## src/hdl/stpr_pkg.sv

```systemverilog
// ----------------------------------------------------------------------------
// Stepper ramp package
// Shared constants, widths and command codes of the trapezoidal stepper
// ramp generator.
// ----------------------------------------------------------------------------
`default_nettype none

package stpr_pkg;

    // Number of speed levels held in the period and step tables.
    localparam int unsigned TABLE_DEPTH = 20;
    localparam int unsigned LVL_W       = (TABLE_DEPTH > 1) ? $clog2(TABLE_DEPTH) : 1;
    localparam int unsigned LVL_MAX     = TABLE_DEPTH - 1;
    localparam int unsigned LVL_TOP_RST = (19 <= LVL_MAX) ? 19 : LVL_MAX;

    // Field widths.
    localparam int unsigned MODE_W   = 3;
    localparam int unsigned INDEX_W  = 5;
    localparam int unsigned PERIOD_W = 16;
    localparam int unsigned STEPS_W  = 15;
    localparam int unsigned POS_W    = 16;
    localparam int unsigned ACC_W    = 20;

    // Item commands.
    localparam logic [MODE_W-1:0] MODE_LOAD    = 3'd0;
    localparam logic [MODE_W-1:0] MODE_START   = 3'd1;
    localparam logic [MODE_W-1:0] MODE_TICK    = 3'd2;
    localparam logic [MODE_W-1:0] MODE_STOP    = 3'd3;
    localparam logic [MODE_W-1:0] MODE_DISABLE = 3'd4;

endpackage

`default_nettype wire

```

## src/hdl/stpr_ram.sv

```systemverilog
// ----------------------------------------------------------------------------
// Generic RAM
// One write port and one read port with registered read data.
// ----------------------------------------------------------------------------
`default_nettype none

module stpr_ram #(
    parameter int unsigned WIDTH = 16,
    parameter int unsigned DEPTH = 20
) (
    input  wire logic                                       i_clk,
    input  wire logic                                       i_we,
    input  wire logic [((DEPTH > 1) ? $clog2(DEPTH) : 1)-1:0] i_waddr,
    input  wire logic [WIDTH-1:0]                           i_wdata,
    input  wire logic [((DEPTH > 1) ? $clog2(DEPTH) : 1)-1:0] i_raddr,
    output      logic [WIDTH-1:0]                           o_rdata
);

    logic [WIDTH-1:0] r_mem [DEPTH];

    always_ff @(posedge i_clk) begin
        if (i_we) begin
            r_mem[i_waddr] <= i_wdata;
        end
        o_rdata <= r_mem[i_raddr];
    end

endmodule

`default_nettype wire

```

## src/hdl/stepper_trapezoid_ramp_top.sv

```systemverilog
// ----------------------------------------------------------------------------
// Trapezoidal stepper ramp generator
// Step pulse, direction and speed-ramp sequencer for one stepper axis.
// ----------------------------------------------------------------------------
// Usage:
// Items arrive on the input channel (i_in_valid / o_in_stall) and each one
// produces exactly one result on the output channel (o_out_valid /
// i_out_stall). A transfer takes place at a rising edge with valid high and
// stall low. Load items fill the period and step tables, a start item plans a
// move, tick items come from the step timer, and stop and disable items end a
// move early or switch the driver off.
// One item is worked at a time by a small sequencer. From the accepting edge,
// load, stop, disable and unused codes, a start at the current position and a
// tick that takes no step go through S_PER and S_OUT; a stepping tick goes
// through S_RDA, S_RDB, S_APPLY, S_PER and S_OUT; any other start goes through
// S_SUM, which sweeps the step table one entry per cycle through its single
// read port, then S_SUMEND, S_PROF, S_PER and S_OUT. The result is registered
// when S_OUT finds the output register free, and the next item is accepted in
// the cycle after the result is registered.
// Reset clears the ramp state (idle, step line high, position zero, driver
// off); the tables are undefined until loaded. If the receiver stalls, the
// finished result waits in the output register and the next item may be
// accepted; its own result then waits in the sequencer until the register
// frees up.
// ----------------------------------------------------------------------------
`default_nettype none

module stepper_trapezoid_ramp_top (
    input  wire logic        i_clk,
    input  wire logic        i_rst_n,
    // Input channel
    input  wire logic        i_in_valid,
    output      logic        o_in_stall,
    input  wire logic [2:0]  i_mode,
    input  wire logic [4:0]  i_table_index,
    input  wire logic [15:0] i_table_period,
    input  wire logic [14:0] i_table_steps,
    input  wire logic signed [15:0] i_target_position,
    input  wire logic [4:0]  i_speed_index,
    // Output channel
    output      logic        o_out_valid,
    input  wire logic        i_out_stall,
    output      logic        o_step_level,
    output      logic        o_direction,
    output      logic        o_driver_enabled,
    output      logic [15:0] o_tick_period,
    output      logic        o_ticking,
    output      logic        o_busy_res,
    output      logic signed [15:0] o_position
);

    localparam int unsigned LW = stpr_pkg::LVL_W;

    // Sequencer states.
    localparam logic [3:0] S_IDLE   = 4'd0;
    localparam logic [3:0] S_RDA    = 4'd1;
    localparam logic [3:0] S_RDB    = 4'd2;
    localparam logic [3:0] S_APPLY  = 4'd3;
    localparam logic [3:0] S_SUM    = 4'd4;
    localparam logic [3:0] S_SUMEND = 4'd5;
    localparam logic [3:0] S_PROF   = 4'd6;
    localparam logic [3:0] S_PER    = 4'd7;
    localparam logic [3:0] S_OUT    = 4'd8;

    // Ramp phases.
    localparam logic [2:0] PH_IDLE = 3'd0;
    localparam logic [2:0] PH_UP   = 3'd1;
    localparam logic [2:0] PH_MAX  = 3'd2;
    localparam logic [2:0] PH_DOWN = 3'd3;
    localparam logic [2:0] PH_LAST = 3'd4;

    localparam logic [LW-1:0] LVL_ZERO = '0;
    localparam logic [LW-1:0] LVL_ONE  = LW'(1);
    localparam logic [LW-1:0] LVL_TOP  = LW'(stpr_pkg::LVL_MAX);

    // Sequencer and ramp state.
    logic [3:0]    r_state,  n_state;
    logic [2:0]    r_phase,  n_phase;
    logic          r_pulse,  n_pulse;
    logic          r_half,   n_half;
    logic [15:0]   r_steps,  n_steps;
    logic [15:0]   r_mlen,   n_mlen;
    logic [15:0]   r_mid,    n_mid;
    logic [15:0]   r_decel,  n_decel;
    logic [19:0]   r_accel,  n_accel;
    logic [19:0]   r_nchg,   n_nchg;
    logic [LW-1:0] r_level,  n_level;
    logic [LW-1:0] r_top,    n_top;
    logic          r_sign,   n_sign;
    logic [15:0]   r_pos,    n_pos;
    logic          r_enable, n_enable;
    logic          r_tick_en, n_tick_en;
    logic [LW-1:0] r_cnt,    n_cnt;
    logic          r_acc_en, n_acc_en;
    logic [14:0]   r_da,     n_da;

    // Output register.
    logic          r_out_valid, n_out_valid;
    logic          r_out_step, r_out_dir, r_out_en, r_out_tick, r_out_busy;
    logic [15:0]   r_out_period;
    logic [15:0]   r_out_pos;
    logic          w_out_load;

    // Table memories.
    logic          w_load_we;
    logic [LW-1:0] w_load_addr;
    logic [LW-1:0] w_st_raddr;
    logic [14:0]   w_st_rdata;
    logic [15:0]   w_per_rdata;

    // Datapath helpers.
    logic          w_in_xfer;
    logic [LW-1:0] w_lvl_up, w_lvl_dn, w_addr_a, w_addr_b, w_top_sat;
    logic          w_trap;
    logic signed [16:0] w_diff;
    logic [16:0]   w_mark;

    assign w_in_xfer  = i_in_valid && (r_state == S_IDLE);
    assign o_in_stall = (r_state != S_IDLE);

    // A load item writes both tables at the accepting edge; out-of-range
    // indexes are dropped.
    assign w_load_we   = w_in_xfer && (i_mode == stpr_pkg::MODE_LOAD) &&
                         (32'(i_table_index) < stpr_pkg::TABLE_DEPTH);
    assign w_load_addr = LW'(i_table_index);

    // Speed level of a start saturates at the last table entry.
    assign w_top_sat = (32'(i_speed_index) > stpr_pkg::LVL_MAX) ? LVL_TOP
                                                                : LW'(i_speed_index);

    // Signed distance from the current position to the target.
    assign w_diff = 17'(i_target_position) - 17'($signed(r_pos));

    // Trapezoid when the move is longer than twice the ramp length.
    assign w_trap = {5'b0, r_mlen} > {r_accel, 1'b0};

    // Neighbor levels, clamped to the table so the read address stays legal.
    assign w_lvl_up = (r_level >= LVL_TOP) ? r_level : r_level + LVL_ONE;
    assign w_lvl_dn = (r_level == LVL_ZERO) ? LVL_ZERO : r_level - LVL_ONE;

    // A tick reads up to two step entries: A in S_RDA and B in S_RDB.
    always_comb begin
        if (r_phase == PH_DOWN) begin
            w_addr_a = (r_level == r_top) ? r_level : w_lvl_dn;
            w_addr_b = w_lvl_dn;
        end else if (r_level == LVL_ZERO) begin
            w_addr_a = LVL_ZERO;
            w_addr_b = LVL_ONE;
        end else begin
            w_addr_a = w_lvl_up;
            w_addr_b = w_lvl_up;
        end
    end

    always_comb begin
        case (r_state)
            S_RDA:   w_st_raddr = w_addr_a;
            S_RDB:   w_st_raddr = w_addr_b;
            default: w_st_raddr = r_cnt;
        endcase
    end

    // Deceleration mark at the top level; kept one bit wider than a position.
    assign w_mark = 17'(r_decel) + 17'(r_da);

    assign w_out_load = (r_state == S_OUT) && (!r_out_valid || !i_out_stall);

    always_comb begin
        n_state   = r_state;
        n_phase   = r_phase;
        n_pulse   = r_pulse;
        n_half    = r_half;
        n_steps   = r_steps;
        n_mlen    = r_mlen;
        n_mid     = r_mid;
        n_decel   = r_decel;
        n_accel   = r_accel;
        n_nchg    = r_nchg;
        n_level   = r_level;
        n_top     = r_top;
        n_sign    = r_sign;
        n_pos     = r_pos;
        n_enable  = r_enable;
        n_tick_en = r_tick_en;
        n_cnt     = r_cnt;
        n_acc_en  = r_acc_en;
        n_da      = r_da;

        case (r_state)
            S_IDLE: begin
                if (w_in_xfer) begin
                    n_state = S_PER;
                    case (i_mode)
                        stpr_pkg::MODE_START: begin
                            n_top   = w_top_sat;
                            n_accel = '0;
                            if (w_diff != 17'sd0) begin
                                n_sign   = !w_diff[16];
                                n_mlen   = w_diff[16] ? 16'(-w_diff) : w_diff[15:0];
                                n_cnt    = LVL_ZERO;
                                n_acc_en = 1'b0;
                                n_state  = S_SUM;
                            end
                        end
                        stpr_pkg::MODE_TICK: begin
                            if (r_tick_en) begin
                                if (r_phase == PH_UP || r_phase == PH_MAX ||
                                    r_phase == PH_DOWN) begin
                                    n_state = S_RDA;
                                end else begin
                                    n_phase   = PH_IDLE;
                                    n_tick_en = 1'b0;
                                end
                            end
                        end
                        stpr_pkg::MODE_STOP: begin
                            if (r_phase != PH_IDLE) begin
                                n_steps = r_decel;
                                n_phase = PH_DOWN;
                            end
                        end
                        stpr_pkg::MODE_DISABLE: begin
                            n_enable  = 1'b0;
                            n_tick_en = 1'b0;
                        end
                        default: begin
                        end
                    endcase
                end
            end

            S_RDA: begin
                n_state = S_RDB;
            end

            S_RDB: begin
                n_da    = w_st_rdata;
                n_state = S_APPLY;
            end

            S_APPLY: begin
                // Entry B is on the read port now, entry A sits in r_da.
                n_pulse = !r_pulse;
                n_half  = !r_half;
                if (r_phase == PH_DOWN) begin
                    if (r_level == LVL_ZERO) begin
                        // Bottom level holds.
                    end else if (r_level == r_top) begin
                        if (17'(r_steps) == w_mark) begin
                            n_nchg  = 20'(w_mark) + 20'(w_st_rdata);
                            n_level = r_level - LVL_ONE;
                        end
                    end else if (20'(r_steps) == r_nchg) begin
                        n_level = r_level - LVL_ONE;
                        n_nchg  = r_nchg + 20'(w_st_rdata);
                    end
                    if (r_steps == r_mlen) begin
                        n_phase = PH_LAST;
                    end
                end else begin
                    if (r_level == LVL_ZERO) begin
                        if ({1'b0, r_da} == r_steps) begin
                            n_nchg  = r_nchg + 20'(r_da) + 20'(w_st_rdata);
                            n_level = LVL_ONE;
                        end
                    end else if (r_level == r_top || r_level >= LVL_TOP) begin
                        // Cruise level or end of table reached.
                    end else if (20'(r_steps) == r_nchg) begin
                        n_level = r_level + LVL_ONE;
                        n_nchg  = r_nchg + 20'(r_da);
                    end
                    if (r_phase == PH_UP) begin
                        if (r_steps == r_mid) begin
                            n_phase = w_trap ? PH_MAX : PH_DOWN;
                        end
                    end else if (r_steps == r_decel) begin
                        n_phase = PH_DOWN;
                    end
                end
                // The position moves on the second half of each step period.
                if (!r_half) begin
                    n_pos   = r_sign ? r_pos + 16'd1 : r_pos - 16'd1;
                    n_steps = r_steps + 16'd1;
                end
                n_state = S_PER;
            end

            S_SUM: begin
                // One step entry is read per cycle; the read data is registered behind its address.
                if (r_acc_en) begin
                    n_accel = r_accel + 20'(w_st_rdata);
                end
                n_acc_en = 1'b1;
                if (r_cnt == r_top) begin
                    n_state = S_SUMEND;
                end else begin
                    n_cnt = r_cnt + LVL_ONE;
                end
            end

            S_SUMEND: begin
                n_accel = r_accel + 20'(w_st_rdata);
                n_state = S_PROF;
            end

            S_PROF: begin
                if (w_trap) begin
                    n_mid   = r_accel[15:0];
                    n_decel = r_mlen - r_accel[15:0];
                end else begin
                    n_mid   = (r_mlen - 16'd1) >> 1;
                    n_decel = (r_mlen - 16'd1) >> 1;
                end
                n_steps   = '0;
                n_nchg    = '0;
                n_level   = LVL_ZERO;
                n_phase   = PH_UP;
                n_enable  = 1'b1;
                n_tick_en = 1'b1;
                n_state   = S_PER;
            end

            S_PER: begin
                // Period RAM is addressed by the settled level in this cycle.
                n_state = S_OUT;
            end

            S_OUT: begin
                if (w_out_load) begin
                    n_state = S_IDLE;
                end
            end

            default: begin
                n_state = S_IDLE;
            end
        endcase
    end

    always_comb begin
        n_out_valid = r_out_valid;
        if (w_out_load) begin
            n_out_valid = 1'b1;
        end else if (r_out_valid && !i_out_stall) begin
            n_out_valid = 1'b0;
        end
    end

    always_ff @(posedge i_clk) begin
        if (!i_rst_n) begin
            r_state     <= S_IDLE;
            r_phase     <= PH_IDLE;
            r_pulse     <= 1'b1;
            r_half      <= 1'b0;
            r_steps     <= '0;
            r_mlen      <= '0;
            r_mid       <= '0;
            r_decel     <= '0;
            r_accel     <= '0;
            r_nchg      <= '0;
            r_level     <= LVL_ZERO;
            r_top       <= LW'(stpr_pkg::LVL_TOP_RST);
            r_sign      <= 1'b0;
            r_pos       <= '0;
            r_enable    <= 1'b0;
            r_tick_en   <= 1'b0;
            r_cnt       <= LVL_ZERO;
            r_acc_en    <= 1'b0;
            r_out_valid <= 1'b0;
        end else begin
            r_state     <= n_state;
            r_phase     <= n_phase;
            r_pulse     <= n_pulse;
            r_half      <= n_half;
            r_steps     <= n_steps;
            r_mlen      <= n_mlen;
            r_mid       <= n_mid;
            r_decel     <= n_decel;
            r_accel     <= n_accel;
            r_nchg      <= n_nchg;
            r_level     <= n_level;
            r_top       <= n_top;
            r_sign      <= n_sign;
            r_pos       <= n_pos;
            r_enable    <= n_enable;
            r_tick_en   <= n_tick_en;
            r_cnt       <= n_cnt;
            r_acc_en    <= n_acc_en;
            r_out_valid <= n_out_valid;
        end
    end

    // Scratch and result payload registers.
    always_ff @(posedge i_clk) begin
        r_da <= n_da;
        if (w_out_load) begin
            r_out_step   <= r_pulse;
            r_out_dir    <= r_sign;
            r_out_en     <= r_enable;
            r_out_period <= w_per_rdata;
            r_out_tick   <= r_tick_en;
            r_out_busy   <= (r_phase != PH_IDLE);
            r_out_pos    <= r_pos;
        end
    end

    stpr_ram #(
        .WIDTH (stpr_pkg::PERIOD_W),
        .DEPTH (stpr_pkg::TABLE_DEPTH)
    ) u_period_ram (
        .i_clk   (i_clk),
        .i_we    (w_load_we),
        .i_waddr (w_load_addr),
        .i_wdata (i_table_period),
        .i_raddr (r_level),
        .o_rdata (w_per_rdata)
    );

    stpr_ram #(
        .WIDTH (stpr_pkg::STEPS_W),
        .DEPTH (stpr_pkg::TABLE_DEPTH)
    ) u_step_ram (
        .i_clk   (i_clk),
        .i_we    (w_load_we),
        .i_waddr (w_load_addr),
        .i_wdata (i_table_steps),
        .i_raddr (w_st_raddr),
        .o_rdata (w_st_rdata)
    );

    assign o_out_valid      = r_out_valid;
    assign o_step_level     = r_out_step;
    assign o_direction      = r_out_dir;
    assign o_driver_enabled = r_out_en;
    assign o_tick_period    = r_out_period;
    assign o_ticking        = r_out_tick;
    assign o_busy_res       = r_out_busy;
    assign o_position       = $signed(r_out_pos);

endmodule

`default_nettype wire

```

## config.mk

```make
export PLATFORM = sky130hd
export DESIGN_NAME = stepper_trapezoid_ramp_top
export DESIGN_NICKNAME = d
export VERILOG_FILES = /design/src/hdl/stpr_pkg.sv /design/src/hdl/stpr_ram.sv /design/src/hdl/stepper_trapezoid_ramp_top.sv
export SDC_FILE = /design/constraint.sdc
export NUM_CORES = 2
export LEC_CHECK = 0
export CAP_MARGIN = 25
export CORE_ASPECT_RATIO = 0.6
export CORE_MARGIN = 2
export CORE_UTILIZATION = 38
export DETAILED_ROUTE_END_ITERATION = 10
export DONT_BUFFER_PORTS = 1
export PLACE_DENSITY_LB_ADDON = 0.2
export SLEW_MARGIN = 20
export SYNTH_ARGS = -nofsm -noshare
export SYNTH_HDL_FRONTEND = slang
export SYNTH_SLANG_ARGS = --single-unit
```

## constraint.sdc

```tcl
create_clock -name i_clk -period 6.5 [get_ports i_clk]
set_input_delay 0.975 -clock i_clk [delete_from_list [all_inputs] [get_ports i_clk]]
set_output_delay 0.975 -clock i_clk [all_outputs]
set_load 0.03 [all_outputs]
```

==> flow_summary.ini <==
[outcome]
outcome = finished, final reports clean

[worst_hold_path]
whs_path_depth = 1
hold_class = input port to flip-flop

[sta]
hold_violations = 0
slew_violations = 0
period_needed_ns = 4.99
finalCritPeriodShare_pct = 76.8
hold_slack_ns = 0.359
relSlewSlack_pct = 33.8
setup_tns_ns = 0
rsz0062_at_grt = no
setup_viol = 0
tightest_slew_ns = 0.993
finClkSkew_ns = 0.0378
fmax_mhz = 200

[cells_and_area]
syn_to_final_growth_pct = 11.6
drive_above_1_share_pct = 11.1
post-route-util_pct = 42.6
nets = 3560

[die]
start_util_pct = 38.2
core_sq_mm = 0.109
ioPinCount = 103
rows = 94
die_area_sq_mm = 0.113
dieHeight_microns = 261
die_x_microns = 432

[power_and_ir_drop]
ir_drop_mv = 0.187
p_leak_nw = 16.4
total_power_mw = 19.1
power.density_mw_per_mm2 = 411

[synthesis]
ys_types = 93
ys_seq_elements = 852
synthCells = 3353
ys.warnings.count = 0
synth-edff-count = 672
ys_seq_area_share_pct = 57.0
synthesis.nets = 3583
async_flop_share_pct = 0
netlist_area_sq_mm = 0.0417
synthFlopType = edfxtp_1
syn_avg_cell_area_sq_um = 12.4

[placement]
dp_hpwl_microns = 79800
port_buffers = 0
routabilityCongestion = 0.924

[grt]
grt-ovfl-total = 0
track_usage_pct = 21.2
grt_pass1_wl_microns = 176000
grt_max_degree = 95
first_global_vias = 25400
antenna_found_initial = 5

[setup_path]
worst-r2r-setup-slack_ns = 1.51
r2r_cells = 20
startpoint_type = flip-flop
end_kind = flip-flop
critical_path_required_ns = 7.10
timing.critical_path.to = r_nchg[15]
arrival_ns = 5.59
path_class = flip-flop to flip-flop
rr_endpoint = r_nchg[15]
rr_startpoint = r_da[0]
crit_start = r_da[0]
path_max_fanout = 5

[clock_network]
clock_latency_ns = 0.71
cts_num_sinks = 852
cts_tree = yes
post-cts-setup-buffers = 0
clk_pin_slew_ns = 0.06
ctsResizeCount = 0
cts_buffer_depth = 3
htree_levels = 3
cts_buffers = 85
clockRootBuffer = clkbuf_16
cts_hold_buf = 0

[route]
dr.pass1.iters = 5
drtIter0Drc = 2961
detail-route-antenna-nets = 0
avgViaCountPerCell = 5.68
totalWireLength_microns = 120000
dr_total_vias = 27500
drc = 0
wire_per_inst_microns = 24.9

[flow_run]
max-cap-violations = 0
[placed cells by master (no fill, tap or decap), types with 24 or more instances in the layout]
| cell type | synthesis | layout |
|---|---|---|
| ha_1 | 157 | 157 |
| nor2b_1 | 101 | 101 |
| nor3_1 | 69 | 61 |
| clkbuf_16 | 0 | 87 |
| edfxtp_1 | 672 | 672 |
| a31oi_1 | 25 | 25 |
| mux4_2 | 96 | 96 |
| xor2_1 | 112 | 112 |
| nor4_1 | 24 | 24 |
| mux2i_1 | 85 | 84 |
| or3_1 | 25 | 25 |
| a21o_1 | 41 | 41 |
| a22oi_1 | 24 | 24 |
| nand2_1 | 200 | 200 |
| o211ai_1 | 29 | 29 |
| a211oi_1 | 141 | 141 |
| inv_1 | 85 | 84 |
| a21oi_1 | 256 | 255 |
| xnor2_1 | 130 | 130 |
| buf_4 | 5 | 61 |
| o21a_1 | 33 | 33 |
| nand3_1 | 57 | 57 |
| o21ai_0 | 118 | 118 |
| nand2b_1 | 25 | 24 |
| nor2_1 | 222 | 206 |
| dfxtp_1 | 180 | 176 |
[flip-flops by register name, indices dropped and copies added (netlist names), 20 cells and up]
name                count
u_period_ram.r_mem    320
u_step_ram.r_mem      300
r_nchg                 20
r_accel                20
[cells in the mapped netlist, types with 6 or more instances]
cell / n / area, sq um
a211o_1: 14 / 123
a211oi_1: 141 / 1060
a21boi_0: 8 / 60.1
a21o_1: 41 / 308
a21oi_1: 256 / 1280
a221oi_1: 11 / 96.3
a22o_1: 9 / 78.8
a22oi_1: 24 / 180
a31oi_1: 25 / 156
a41oi_1: 7 / 61.3
and2_1: 9 / 56.3
and3_1: 19 / 119
buf_1: 20 / 75.1
buf_2: 29 / 145
clkbuf_1: 118 / 443
dfxtp_1: 180 / 3600
edfxtp_1: 672 / 20200
fa_1: 9 / 180
ha_1: 157 / 1960
inv_1: 85 / 319
mux2_2: 19 / 214
mux2i_1: 85 / 851
mux4_2: 96 / 2160
nand2_1: 200 / 751
nand2b_1: 25 / 156
nand3_1: 57 / 285
nand3b_1: 6 / 45.0
nand4_1: 21 / 131
nor2_1: 222 / 833
nor2b_1: 101 / 632
nor3_1: 69 / 345
nor4_1: 24 / 150
o211ai_1: 29 / 218
o21a_1: 33 / 248
o21ai_0: 118 / 591
o21ai_1: 7 / 35.0
o21bai_1: 7 / 52.6
o31a_1: 7 / 61.3
o31ai_1: 11 / 82.6
or2_2: 7 / 43.8
or3_1: 25 / 156
xnor2_1: 130 / 1140
xor2_1: 112 / 981
[power by group]
group	switching (mW)	internal, mW
clock network	2.26	3.03
registers	0.564	6.16
logic	4.27	2.87
[cell type report]
class                           instances  area (sq um)
Multi-Input combinational cell       2238         17100
Antenna cell                            2          5.00
Inverter                               86           324
Sequential cell                       852         23800
Clock buffer                          111          2350
Tap cell                             1440          1800
Clock inverter                         46           634
Fill cell                            9957         62700
Timing Repair Buffer                   67           593
[worst max-delay path, cell delays in order (launching register included)]
cell and delay (ns):
edfxtp_1 0.43, ha_1 0.23, fa_1 0.44, a211o_1 0.33
a2111oi_0 0.38, dlymetal6s2s_1 0.25, nor3_1 0.09, nor2_1 0.14
xnor2_1 0.16, ha_1 0.32, a21oi_1 0.14, o21ai_0 0.14
or3_1 0.31, o21ai_0 0.37, o21ai_0 0.28, a211oi_1 0.30
nor2_1 0.11, xor2_1 0.17, nor2_1 0.10, a31oi_1 0.05
a22o_1 0.19
[metrics by stage]
step	setup slack (ns)	instances	instance area (sq um)
final	1.51	4842	46600
after global routing	1.11	4840	46600
after CTS	1.30	4838	46500
after detailed placement	1.32	4681	43600
after global placement	1.25	4679	43500
after floorplan	1.76	3353	41700
[logic make-up (layout without fill, tap and decap cells)]
logic type	Yosys count	count (layout)	share of synthesized area [%]
AO/OA/AOI/OAI	814	814	12.7
XOR/XNOR	246	246	5.31
adder cells (fa/ha/maj)	166	166	5.14
buffers and inverters	263	310	2.59
flip-flops	852	852	57.0
multiplexers	202	202	7.79
other	0	2	0
AND/OR/NAND/NOR	810	810	9.47
[routing by layer]
metal / track usage, % / vias up / wire, microns
met3: 6.44 / 143 / 11300
met4: 4.79 / 0 / 2440
met1: 34.5 / 13600 / 61500
met5: 0 / - / 0
met2: 26.7 / 979 / 45200
li1: - / 12700 / -
[how the worst min path moves through the flow]
stage | endpoint | from | slack (ns)
after global placement | o_tick_period[1] | u_period_ram.o_rdata[1] | 0.39
after CTS | r_top[4] | i_rst_n | 0.30
after floorplan | o_tick_period[0] | u_period_ram.o_rdata[0] | 0.39
after global routing | u_period_ram.r_mem[10][3] | i_table_period[3] | 0.32
final | r_pulse | i_rst_n | 0.36
after detailed placement | o_tick_period[3] | u_period_ram.o_rdata[3] | 0.39
Note: power is estimated with default switching activity, not from simulation.
